$ cat src/rtl/core/arf_pkg.sv
`default_nettype none

package arf_pkg;

    localparam int CMD_W   = 2;
    localparam int RX_W    = 6;
    localparam int IDX_W   = 7;
    localparam int DROP_W  = 4;
    localparam int CRED_W  = 6;
    localparam int PADDR_W = 4;
    localparam int PDATA_W = 32;

    localparam logic [CMD_W-1:0] CMD_DROP = 2'd0;
    localparam logic [CMD_W-1:0] CMD_RECV = 2'd1;

    localparam logic [1:0] REG_MIN_RATE   = 2'd0;
    localparam logic [1:0] REG_MAX_RATE   = 2'd1;
    localparam logic [1:0] REG_DROP_THR   = 2'd2;
    localparam logic [1:0] REG_CREDIT_THR = 2'd3;

    localparam logic [IDX_W-1:0]  RST_MIN_RATE   = 7'd1;
    localparam logic [IDX_W-1:0]  RST_MAX_RATE   = 7'd4;
    localparam logic [DROP_W-1:0] RST_DROP_THR   = 4'd3;
    localparam logic [CRED_W-1:0] RST_CREDIT_THR = 6'd19;

    typedef struct packed {
        logic              valid;
        logic [IDX_W-1:0]  idx;
        logic [DROP_W-1:0] drops;
        logic [CRED_W-1:0] credits;
    } t_entry;

    typedef enum logic [1:0] {
        ST_CLEAR,
        ST_IDLE,
        ST_CALC
    } t_state;

    typedef struct packed {
        logic clr_wr;
        logic accept;
        logic commit;
    } t_dp_cmd;

    typedef struct packed {
        logic clr_last;
        logic out_stall;
    } t_dp_sts;

endpackage

`default_nettype wire

$ cat src/rtl/core/arf_ram.sv
`default_nettype none

module arf_ram #(
    parameter int WIDTH = 18,
    parameter int DEPTH = 64,
    parameter int AW    = (DEPTH > 1) ? $clog2(DEPTH) : 1
) (
    input  wire logic             i_clk,
    input  wire logic             i_we,
    input  wire logic [AW-1:0]    i_waddr,
    input  wire logic [WIDTH-1:0] i_wdata,
    input  wire logic             i_re,
    input  wire logic [AW-1:0]    i_raddr,
    output logic      [WIDTH-1:0] o_rdata
);

    logic [WIDTH-1:0] r_mem [DEPTH];
    logic [WIDTH-1:0] r_rdata;

    always_ff @(posedge i_clk) begin
        if (i_we) begin
            r_mem[i_waddr] <= i_wdata;
        end
        if (i_re) begin
            r_rdata <= r_mem[i_raddr];
        end
    end

    assign o_rdata = r_rdata;

endmodule

`default_nettype wire

$ cat src/rtl/core/arf_ctrl.sv
`default_nettype none

module arf_ctrl (
    input  wire logic             i_clk,
    input  wire logic             i_rst_n,
    input  wire logic             i_in_valid,
    output logic                  o_in_ready,
    input  wire arf_pkg::t_dp_sts i_sts,
    output arf_pkg::t_dp_cmd      o_cmd
);

    arf_pkg::t_state r_state;
    arf_pkg::t_state n_state;

    always_ff @(posedge i_clk) begin
        if (!i_rst_n) begin
            r_state <= arf_pkg::ST_CLEAR;
        end else begin
            r_state <= n_state;
        end
    end

    always_comb begin
        n_state    = r_state;
        o_in_ready = 1'b0;
        o_cmd      = '0;
        unique case (r_state)
            arf_pkg::ST_CLEAR: begin
                o_cmd.clr_wr = 1'b1;
                if (i_sts.clr_last) begin
                    n_state = arf_pkg::ST_IDLE;
                end
            end
            arf_pkg::ST_IDLE: begin
                o_in_ready = 1'b1;
                if (i_in_valid) begin
                    o_cmd.accept = 1'b1;
                    n_state      = arf_pkg::ST_CALC;
                end
            end
            arf_pkg::ST_CALC: begin
                // hold until the result register is free
                if (!i_sts.out_stall) begin
                    o_cmd.commit = 1'b1;
                    n_state      = arf_pkg::ST_IDLE;
                end
            end
            default: begin
                n_state = arf_pkg::ST_CLEAR;
            end
        endcase
    end

endmodule

`default_nettype wire

$ cat src/rtl/core/arf_dp.sv
`default_nettype none

module arf_dp #(
    parameter int RECEIVERS = 64
) (
    input  wire logic                          i_clk,
    input  wire logic                          i_rst_n,
    input  wire arf_pkg::t_dp_cmd              i_cmd,
    output arf_pkg::t_dp_sts                   o_sts,
    input  wire logic [arf_pkg::CMD_W-1:0]     i_command,
    input  wire logic [arf_pkg::RX_W-1:0]      i_receiver,
    output logic                               o_out_valid,
    input  wire logic                          i_out_ready,
    output logic      [arf_pkg::IDX_W-1:0]     o_rate_index,
    output logic                               o_stepped_down,
    output logic                               o_stepped_up,
    input  wire logic                          psel,
    input  wire logic                          penable,
    input  wire logic                          pwrite,
    input  wire logic [arf_pkg::PADDR_W-1:0]   paddr,
    input  wire logic [arf_pkg::PDATA_W-1:0]   pwdata,
    output logic      [arf_pkg::PDATA_W-1:0]   prdata
);

    localparam int AW = (RECEIVERS > 1) ? $clog2(RECEIVERS) : 1;
    localparam int EW = $bits(arf_pkg::t_entry);

    logic [arf_pkg::IDX_W-1:0]  r_min_rate;
    logic [arf_pkg::IDX_W-1:0]  r_max_rate;
    logic [arf_pkg::DROP_W-1:0] r_drop_thr;
    logic [arf_pkg::CRED_W-1:0] r_credit_thr;

    logic [AW-1:0]              r_clr_addr;
    logic [arf_pkg::CMD_W-1:0]  r_cmd;
    logic [AW-1:0]              r_addr;
    logic                       r_in_range;

    logic                       r_out_valid;
    logic [arf_pkg::IDX_W-1:0]  r_rate_index;
    logic                       r_stepped_down;
    logic                       r_stepped_up;

    logic [AW+arf_pkg::RX_W-1:0] rx_ext;
    logic [AW-1:0]               rd_addr;
    logic [EW-1:0]               ram_rdata;
    logic                        ram_we;
    logic [AW-1:0]               ram_waddr;
    logic [EW-1:0]               ram_wdata;

    arf_pkg::t_entry             rd_ent;
    arf_pkg::t_entry             nx_ent;
    logic [arf_pkg::IDX_W-1:0]   cur_idx;
    logic [arf_pkg::IDX_W-1:0]   nx_idx;
    logic [arf_pkg::DROP_W:0]    drop_inc;
    logic [arf_pkg::CRED_W:0]    cred_inc;
    logic                        nx_down;
    logic                        nx_up;
    logic                        wr_need;
    logic                        cfg_wr;

    assign rx_ext  = {{AW{1'b0}}, i_receiver};
    assign rd_addr = rx_ext[AW-1:0];

    arf_ram #(
        .WIDTH (EW),
        .DEPTH (RECEIVERS)
    ) u_ram (
        .i_clk   (i_clk),
        .i_we    (ram_we),
        .i_waddr (ram_waddr),
        .i_wdata (ram_wdata),
        .i_re    (i_cmd.accept),
        .i_raddr (rd_addr),
        .o_rdata (ram_rdata)
    );

    // configuration registers
    assign cfg_wr = psel && penable && pwrite;

    always_ff @(posedge i_clk) begin
        if (!i_rst_n) begin
            r_min_rate   <= arf_pkg::RST_MIN_RATE;
            r_max_rate   <= arf_pkg::RST_MAX_RATE;
            r_drop_thr   <= arf_pkg::RST_DROP_THR;
            r_credit_thr <= arf_pkg::RST_CREDIT_THR;
        end else if (cfg_wr) begin
            unique case (paddr[3:2])
                arf_pkg::REG_MIN_RATE:   r_min_rate   <= pwdata[arf_pkg::IDX_W-1:0];
                arf_pkg::REG_MAX_RATE:   r_max_rate   <= pwdata[arf_pkg::IDX_W-1:0];
                arf_pkg::REG_DROP_THR:   r_drop_thr   <= pwdata[arf_pkg::DROP_W-1:0];
                arf_pkg::REG_CREDIT_THR: r_credit_thr <= pwdata[arf_pkg::CRED_W-1:0];
                default: ;
            endcase
        end
    end

    always_comb begin
        unique case (paddr[3:2])
            arf_pkg::REG_MIN_RATE:
                prdata = {{(arf_pkg::PDATA_W-arf_pkg::IDX_W){1'b0}}, r_min_rate};
            arf_pkg::REG_MAX_RATE:
                prdata = {{(arf_pkg::PDATA_W-arf_pkg::IDX_W){1'b0}}, r_max_rate};
            arf_pkg::REG_DROP_THR:
                prdata = {{(arf_pkg::PDATA_W-arf_pkg::DROP_W){1'b0}}, r_drop_thr};
            arf_pkg::REG_CREDIT_THR:
                prdata = {{(arf_pkg::PDATA_W-arf_pkg::CRED_W){1'b0}}, r_credit_thr};
            default:
                prdata = '0;
        endcase
    end

    // clearing sweep
    always_ff @(posedge i_clk) begin
        if (!i_rst_n) begin
            r_clr_addr <= '0;
        end else if (i_cmd.clr_wr) begin
            r_clr_addr <= r_clr_addr + AW'(1);
        end
    end

    assign o_sts.clr_last  = (r_clr_addr == AW'(RECEIVERS - 1));
    assign o_sts.out_stall = r_out_valid && !i_out_ready;

    // capture the transfer
    always_ff @(posedge i_clk) begin
        if (i_cmd.accept) begin
            r_cmd      <= i_command;
            r_addr     <= rd_addr;
            r_in_range <= (32'(i_receiver) < RECEIVERS);
        end
    end

    // update of one entry
    always_comb begin
        rd_ent   = arf_pkg::t_entry'(ram_rdata);
        cur_idx  = rd_ent.valid ? rd_ent.idx : r_max_rate;
        drop_inc = {1'b0, rd_ent.drops} + {{arf_pkg::DROP_W{1'b0}}, 1'b1};
        cred_inc = {1'b0, rd_ent.credits} + {{arf_pkg::CRED_W{1'b0}}, 1'b1};
        nx_idx   = cur_idx;
        nx_down  = 1'b0;
        nx_up    = 1'b0;
        nx_ent   = rd_ent;
        wr_need  = 1'b0;
        priority if (!r_in_range) begin
            nx_idx = r_max_rate;
        end else begin
            unique case (r_cmd)
                arf_pkg::CMD_DROP: begin
                    nx_ent.drops   = drop_inc[arf_pkg::DROP_W-1:0];
                    if (drop_inc > {1'b0, r_drop_thr}) begin
                        if (cur_idx > r_min_rate) begin
                            nx_idx  = cur_idx - arf_pkg::IDX_W'(1);
                            nx_down = 1'b1;
                        end
                        nx_ent.drops = '0;
                    end
                    nx_ent.credits = '0;
                    nx_ent.idx     = nx_idx;
                    nx_ent.valid   = 1'b1;
                    wr_need        = 1'b1;
                end
                arf_pkg::CMD_RECV: begin
                    nx_ent.credits = cred_inc[arf_pkg::CRED_W-1:0];
                    if (cred_inc > {1'b0, r_credit_thr}) begin
                        if (cur_idx < r_max_rate) begin
                            nx_idx = cur_idx + arf_pkg::IDX_W'(1);
                            nx_up  = 1'b1;
                        end
                        nx_ent.credits = '0;
                    end
                    nx_ent.drops = '0;
                    nx_ent.idx   = nx_idx;
                    nx_ent.valid = 1'b1;
                    wr_need      = 1'b1;
                end
                default: ;
            endcase
        end
    end

    assign ram_we    = i_cmd.clr_wr || (i_cmd.commit && wr_need);
    assign ram_waddr = i_cmd.clr_wr ? r_clr_addr : r_addr;
    assign ram_wdata = i_cmd.clr_wr ? '0 : EW'(nx_ent);

    // result register
    always_ff @(posedge i_clk) begin
        if (!i_rst_n) begin
            r_out_valid <= 1'b0;
        end else if (i_cmd.commit) begin
            r_out_valid <= 1'b1;
        end else if (i_out_ready) begin
            r_out_valid <= 1'b0;
        end
    end

    always_ff @(posedge i_clk) begin
        if (i_cmd.commit) begin
            r_rate_index   <= nx_idx;
            r_stepped_down <= nx_down;
            r_stepped_up   <= nx_up;
        end
    end

    assign o_out_valid    = r_out_valid;
    assign o_rate_index   = r_rate_index;
    assign o_stepped_down = r_stepped_down;
    assign o_stepped_up   = r_stepped_up;

endmodule

`default_nettype wire

$ cat src/rtl/core/auto_rate_fallback_per_receiver_unit.sv
`default_nettype none

// Per-receiver auto rate fallback. Each input transfer carries a drop, a
// receive or a query for one receiver and returns one result: the receiver's
// rate index after the event and whether it stepped down or up. State for all
// RECEIVERS lives in one RAM entry per receiver (index, valid, drop count,
// success count). Each item first reads the receiver's entry from the RAM
// port, then updates it, writes it back and loads the result register; the
// next item is accepted only after the write-back, so a new item is not taken
// while one is in flight, and the update waits while a result is not taken.
// After reset the RAM is cleared one entry a cycle, so no input is accepted
// until every entry is cleared; register writes are taken during that sweep.
module auto_rate_fallback_per_receiver_unit #(
    parameter int RECEIVERS = 64
) (
    input  wire logic                          i_clk,
    input  wire logic                          i_rst_n,
    input  wire logic                          i_in_valid,
    output logic                               o_in_ready,
    input  wire logic [arf_pkg::CMD_W-1:0]     i_command,
    input  wire logic [arf_pkg::RX_W-1:0]      i_receiver,
    output logic                               o_out_valid,
    input  wire logic                          i_out_ready,
    output logic      [arf_pkg::IDX_W-1:0]     o_rate_index,
    output logic                               o_stepped_down,
    output logic                               o_stepped_up,
    input  wire logic                          psel,
    input  wire logic                          penable,
    input  wire logic                          pwrite,
    input  wire logic [arf_pkg::PADDR_W-1:0]   paddr,
    input  wire logic [arf_pkg::PDATA_W-1:0]   pwdata,
    output logic      [arf_pkg::PDATA_W-1:0]   prdata,
    output logic                               pready
);

    arf_pkg::t_dp_cmd dp_cmd;
    arf_pkg::t_dp_sts dp_sts;

    assign pready = 1'b1;

    arf_ctrl u_ctrl (
        .i_clk      (i_clk),
        .i_rst_n    (i_rst_n),
        .i_in_valid (i_in_valid),
        .o_in_ready (o_in_ready),
        .i_sts      (dp_sts),
        .o_cmd      (dp_cmd)
    );

    arf_dp #(
        .RECEIVERS (RECEIVERS)
    ) u_dp (
        .i_clk          (i_clk),
        .i_rst_n        (i_rst_n),
        .i_cmd          (dp_cmd),
        .o_sts          (dp_sts),
        .i_command      (i_command),
        .i_receiver     (i_receiver),
        .o_out_valid    (o_out_valid),
        .i_out_ready    (i_out_ready),
        .o_rate_index   (o_rate_index),
        .o_stepped_down (o_stepped_down),
        .o_stepped_up   (o_stepped_up),
        .psel           (psel),
        .penable        (penable),
        .pwrite         (pwrite),
        .paddr          (paddr),
        .pwdata         (pwdata),
        .prdata         (prdata)
    );

endmodule

`default_nettype wire

$ cat config.mk
export PLATFORM = sky130hd
export DESIGN_NAME = auto_rate_fallback_per_receiver_unit
export DESIGN_NICKNAME = d
export VERILOG_FILES = /design/src/rtl/core/arf_pkg.sv /design/src/rtl/core/arf_ram.sv /design/src/rtl/core/arf_ctrl.sv /design/src/rtl/core/arf_dp.sv /design/src/rtl/core/auto_rate_fallback_per_receiver_unit.sv
export SDC_FILE = /design/constraint.sdc
export NUM_CORES = 1
export LEC_CHECK = 0
export BUFFER_PORTS_ARGS = -buffer_cell sky130_fd_sc_hd__buf_2
export CAP_MARGIN = 25
export CELL_PAD_IN_SITES_DETAIL_PLACEMENT = 1
export CELL_PAD_IN_SITES_GLOBAL_PLACEMENT = 2
export CORE_MARGIN = 8
export CORE_UTILIZATION = 44
export CTS_BUF_LIST = sky130_fd_sc_hd__clkbuf_2 sky130_fd_sc_hd__clkbuf_4 sky130_fd_sc_hd__clkbuf_8
export DETAILED_ROUTE_END_ITERATION = 10
export GPL_TIMING_DRIVEN = 0
export PLACE_DENSITY = 0.76
export SYNTH_ARGS = -nofsm -noshare
export SYNTH_HDL_FRONTEND = slang
export SYNTH_HIERARCHICAL = 1
export SYNTH_SLANG_ARGS = --single-unit
export TNS_END_PERCENT = 1
$ cat constraint.sdc
create_clock -name i_clk -period 11.24 [get_ports i_clk]
set_clock_uncertainty 0.15 [all_clocks]
set_input_delay 2.248 -clock i_clk [delete_from_list [all_inputs] [get_ports i_clk]]
set_output_delay 2.248 -clock i_clk [all_outputs]
set_load 0.005 [all_outputs]
==> out/results.ini <==
[status]
status=completed

[floorplanning]
num_io_pins=95
start_util=0.442
die_x_microns=349
row_count=122
core_sq_um=110000
die_h_microns=349
die_area_sq_um=122000

[global_route]
antenna_found_initial=5
grt_max_degree=65
grt_pass1_vias=26838
grt_usage=0.212
grt-ovfl-total=0
grt_pass1_wl_mm=188

[sta]
drv_slew=0
rsz0062_at_grt=false
fin_crit_ns=6.09
finalHoldViolations=0
whs_ns=0.352
min_period_over_period=0.542
finalSetupTns_ns=0
relSlewSlack=0.292
worst_slack_ns=5.15
setup_viol=0
timing.fmax_ghz=0.164
tightest_slew_ns=1.06

[synth]
syn_avg_cell_area_sq_um=20.4
syn-cell-area_sq_um=48700
yosysWarnings=6
synth-edff-count=1187
async_flop_share=0
synth_ff_type=edfxtp_1
ys_ff_latch=1220
ys_types=79
synthCells=2388
ys_seq_area_frac=0.745

[placement]
pre_cts_slack_ns=5.10
io_buffers=40
gp_congestion=0.869
dp_hpwl_mm=91.1

[critical_path]
worstSetupStartpointType=primary input
crit_path_max_fanout=10
rr_startpoint=u_dp/u_ram/o_rdata[17]
critPathKind=primary input to primary output
ff2ff_setup_slack_ns=6.69
required_ns=8.84
cp_common_cell=clkbuf_1
endpoint_kind=primary output
crit_family=buffers and inverters
cp_slowest_stage_delay_ns=0.47
timing.rr.end=u_dp/u_ram/r_mem[54][14]
critPathArrivalTime_ns=3.69
reg2reg_depth=12
critPathLaunch=paddr[2]
crit_buf_inv=3
path_cells=clkbuf_1, clkbuf_1, mux4_2, buf_2
critPathSlowestCell=clkbuf_1

[clocking]
cts_buffer_depth=3
postCtsHoldBufs=0
cts_root_buffer=clkbuf_8
cts_setup_buffers=0
clkLatencyLatePin_ns=0.89
numClockSinks=1220
cts_tree=built
htree_levels=4
clk_pin_slew_ns=0.06
ctsResizeCount=0
cts_buffers=193

[power_and_ir_drop]
p_leak_nw=17.4
p_seq_frac=0.556
switching_share=0.217
power.internal_mw=6.97
p_clk_frac=0.404
comb_power_share=0.039
p_sw_mw=1.93
p_per_area_nw_per_um2=157
ir_worst_vdd_uv=92.7

[route]
drc=0
avgViaCountPerCell=5.84
wl_per_cell_microns=29.8
ant_nets=0
drt_iter0_drc=2927
wl_mm=130
vias=25536
first_pass_iters=7

[cells_and_area]
syn_to_final_growth_pct=16.2
layout.cells.most_common=edfxtp_1
fin_nets=2826
multiInputGateArea_sq_um=11800
final_cell_mix=edfxtp_1, mux4_2, clkbuf_8, mux2i_1, buf_2
nFillCells=10006
layout.area.seq_sq_um=36300
drive_above_1_share=0.327

[min_path]
min_from=u_dp/r_max_rate[6]
whs_endpoint=u_dp/r_max_rate[6]
hold_depth=2
hold_path_class=flip-flop to flip-flop

[run]
cap_violations=0

-- final cells by class --
cell class	instances	area share
Multi-Input combinational cell	1009	0.208
Tap cell	1488	0.0329
Antenna cell	2	0.0000884
Inverter	32	0.00217
Sequential cell	1220	0.641
Buffer	151	0.0158
Clock inverter	77	0.00884
Clock buffer	254	0.0552
Timing Repair Buffer	140	0.0353
-- cells by family (layout without fill, tap and decap cells) --
family          after synthesis  in the layout  share of synthesized area
fa+ha+maj                    28             28                    0.00719
flops                      1220           1220                      0.745
compound gates              222            222                     0.0294
xor+xnor                     16             16                    0.00288
other cells                   2             28                   0.000154
simple gates                309            309                     0.0312
mux                         408            408                      0.163
buf+inv                     183            654                     0.0209
-- synth_stat cells, types with 3 or more instances --
cell / instances / share of area
xor2_1: 7 / 0.0013
a211oi_1: 20 / 0.0031
a2111oi_2: 4 / 0.0012
buf_4: 45 / 0.0069
o21ai_1: 22 / 0.0023
nand4_1: 8 / 0.0010
o211ai_1: 7 / 0.0011
and3_1: 4 / 0.00051
edfxtp_1: 1187 / 0.73
o22ai_1: 28 / 0.0036
nor4_1: 3 / 0.00039
nand3_1: 32 / 0.0033
clkbuf_1: 53 / 0.0041
a32oi_1: 5 / 0.00090
nor2b_1: 22 / 0.0028
mux2i_1: 83 / 0.017
o21a_1: 4 / 0.00062
nor2_1: 119 / 0.0092
inv_1: 29 / 0.0022
xnor2_1: 9 / 0.0016
nand3b_1: 7 / 0.0011
dfxtp_1: 33 / 0.014
o31a_1: 3 / 0.00054
a21o_1: 3 / 0.00046
or3_1: 15 / 0.0019
mux2_2: 19 / 0.0044
mux4_2: 304 / 0.14
ha_1: 28 / 0.0072
a21boi_0: 7 / 0.0011
and2_1: 5 / 0.00064
a22oi_1: 8 / 0.0012
nand2_1: 49 / 0.0038
o21ai_0: 44 / 0.0045
buf_2: 37 / 0.0038
nand2b_1: 8 / 0.0010
a21oi_1: 46 / 0.0047
buf_6: 15 / 0.0035
a311oi_1: 3 / 0.00054
nor3_1: 17 / 0.0017
-- power by group through the flow --
stage	registers, mW	clock network [mW]	logic (mW)
global route	4.95	3.86	0.367
global placement	5.05	0	0.332
detailed placement	5.05	0	0.350
finish	4.95	3.60	0.351
floorplan	5.04	0	0.211
CTS	4.95	3.68	0.350
-- how the worst max path moves through the flow --
stage	cells past startpoint	endpoint	slack [ns]
5_1_grt	4	prdata[3]	5.02
3_5_place_dp	9	u_dp/u_ram/r_mem[14][7]	5.10
2_1_floorplan	11	u_dp/u_ram/r_mem[0][16]	5.29
4_1_cts	4	prdata[3]	5.13
6_report	4	prdata[3]	5.15
3_3_place_gp	10	u_dp/u_ram/r_mem[56][12]	1.51
-- sequential cells by signal, indices dropped and copies added, names as in the netlist, 2 cells and up --
name	count
u_dp/u_ram/r_mem	1152
u_dp/u_ram/o_rdata	18
u_dp/o_rate_index	7
u_dp/r_max_rate	7
u_dp/r_min_rate	7
u_dp/r_addr	6
u_dp/r_clr_addr	6
u_dp/r_credit_thr	6
u_dp/r_drop_thr	4
u_ctrl/r_state	2
u_dp/r_cmd	2
-- worst register-to-register path: stages, from the launching register on --
cell and delay [ns]:
edfxtp_1 0.45, buf_6 0.19, o21ai_0 0.67, ha_1 0.38, nand4_1 0.11, a21oi_1 0.05
o31a_1 0.28, buf_2 0.19, and4b_4 0.23, or2_0 0.24, a2111oi_4 0.88, buf_6 0.30
buf_6 0.22
-- metal layers --
layer,vias to the layer above,GRT usage,wire [microns]
met3,225,0.0454,10200
met5,-,0,0
li1,10548,-,-
met1,13658,0.286,52900
met2,1105,0.347,63800
met4,0,0.0677,3620
-- per-stage QoR --
| stage | power [mW] | area (sq um) | utilization | cells |
|---|---|---|---|---|
| CTS | 8.99 | 56500 | 0.513 | 4366 |
| floorplan | 5.26 | 48800 | - | 2412 |
| global route | 9.18 | 56600 | 0.514 | 4372 |
| global placement | 5.38 | 50900 | 0.461 | 3940 |
| finish | 8.90 | 56600 | 0.514 | 4373 |
| detailed placement | 5.40 | 52900 | 0.480 | 4035 |
No activity file was read; power rests on OpenSTA's default activity.
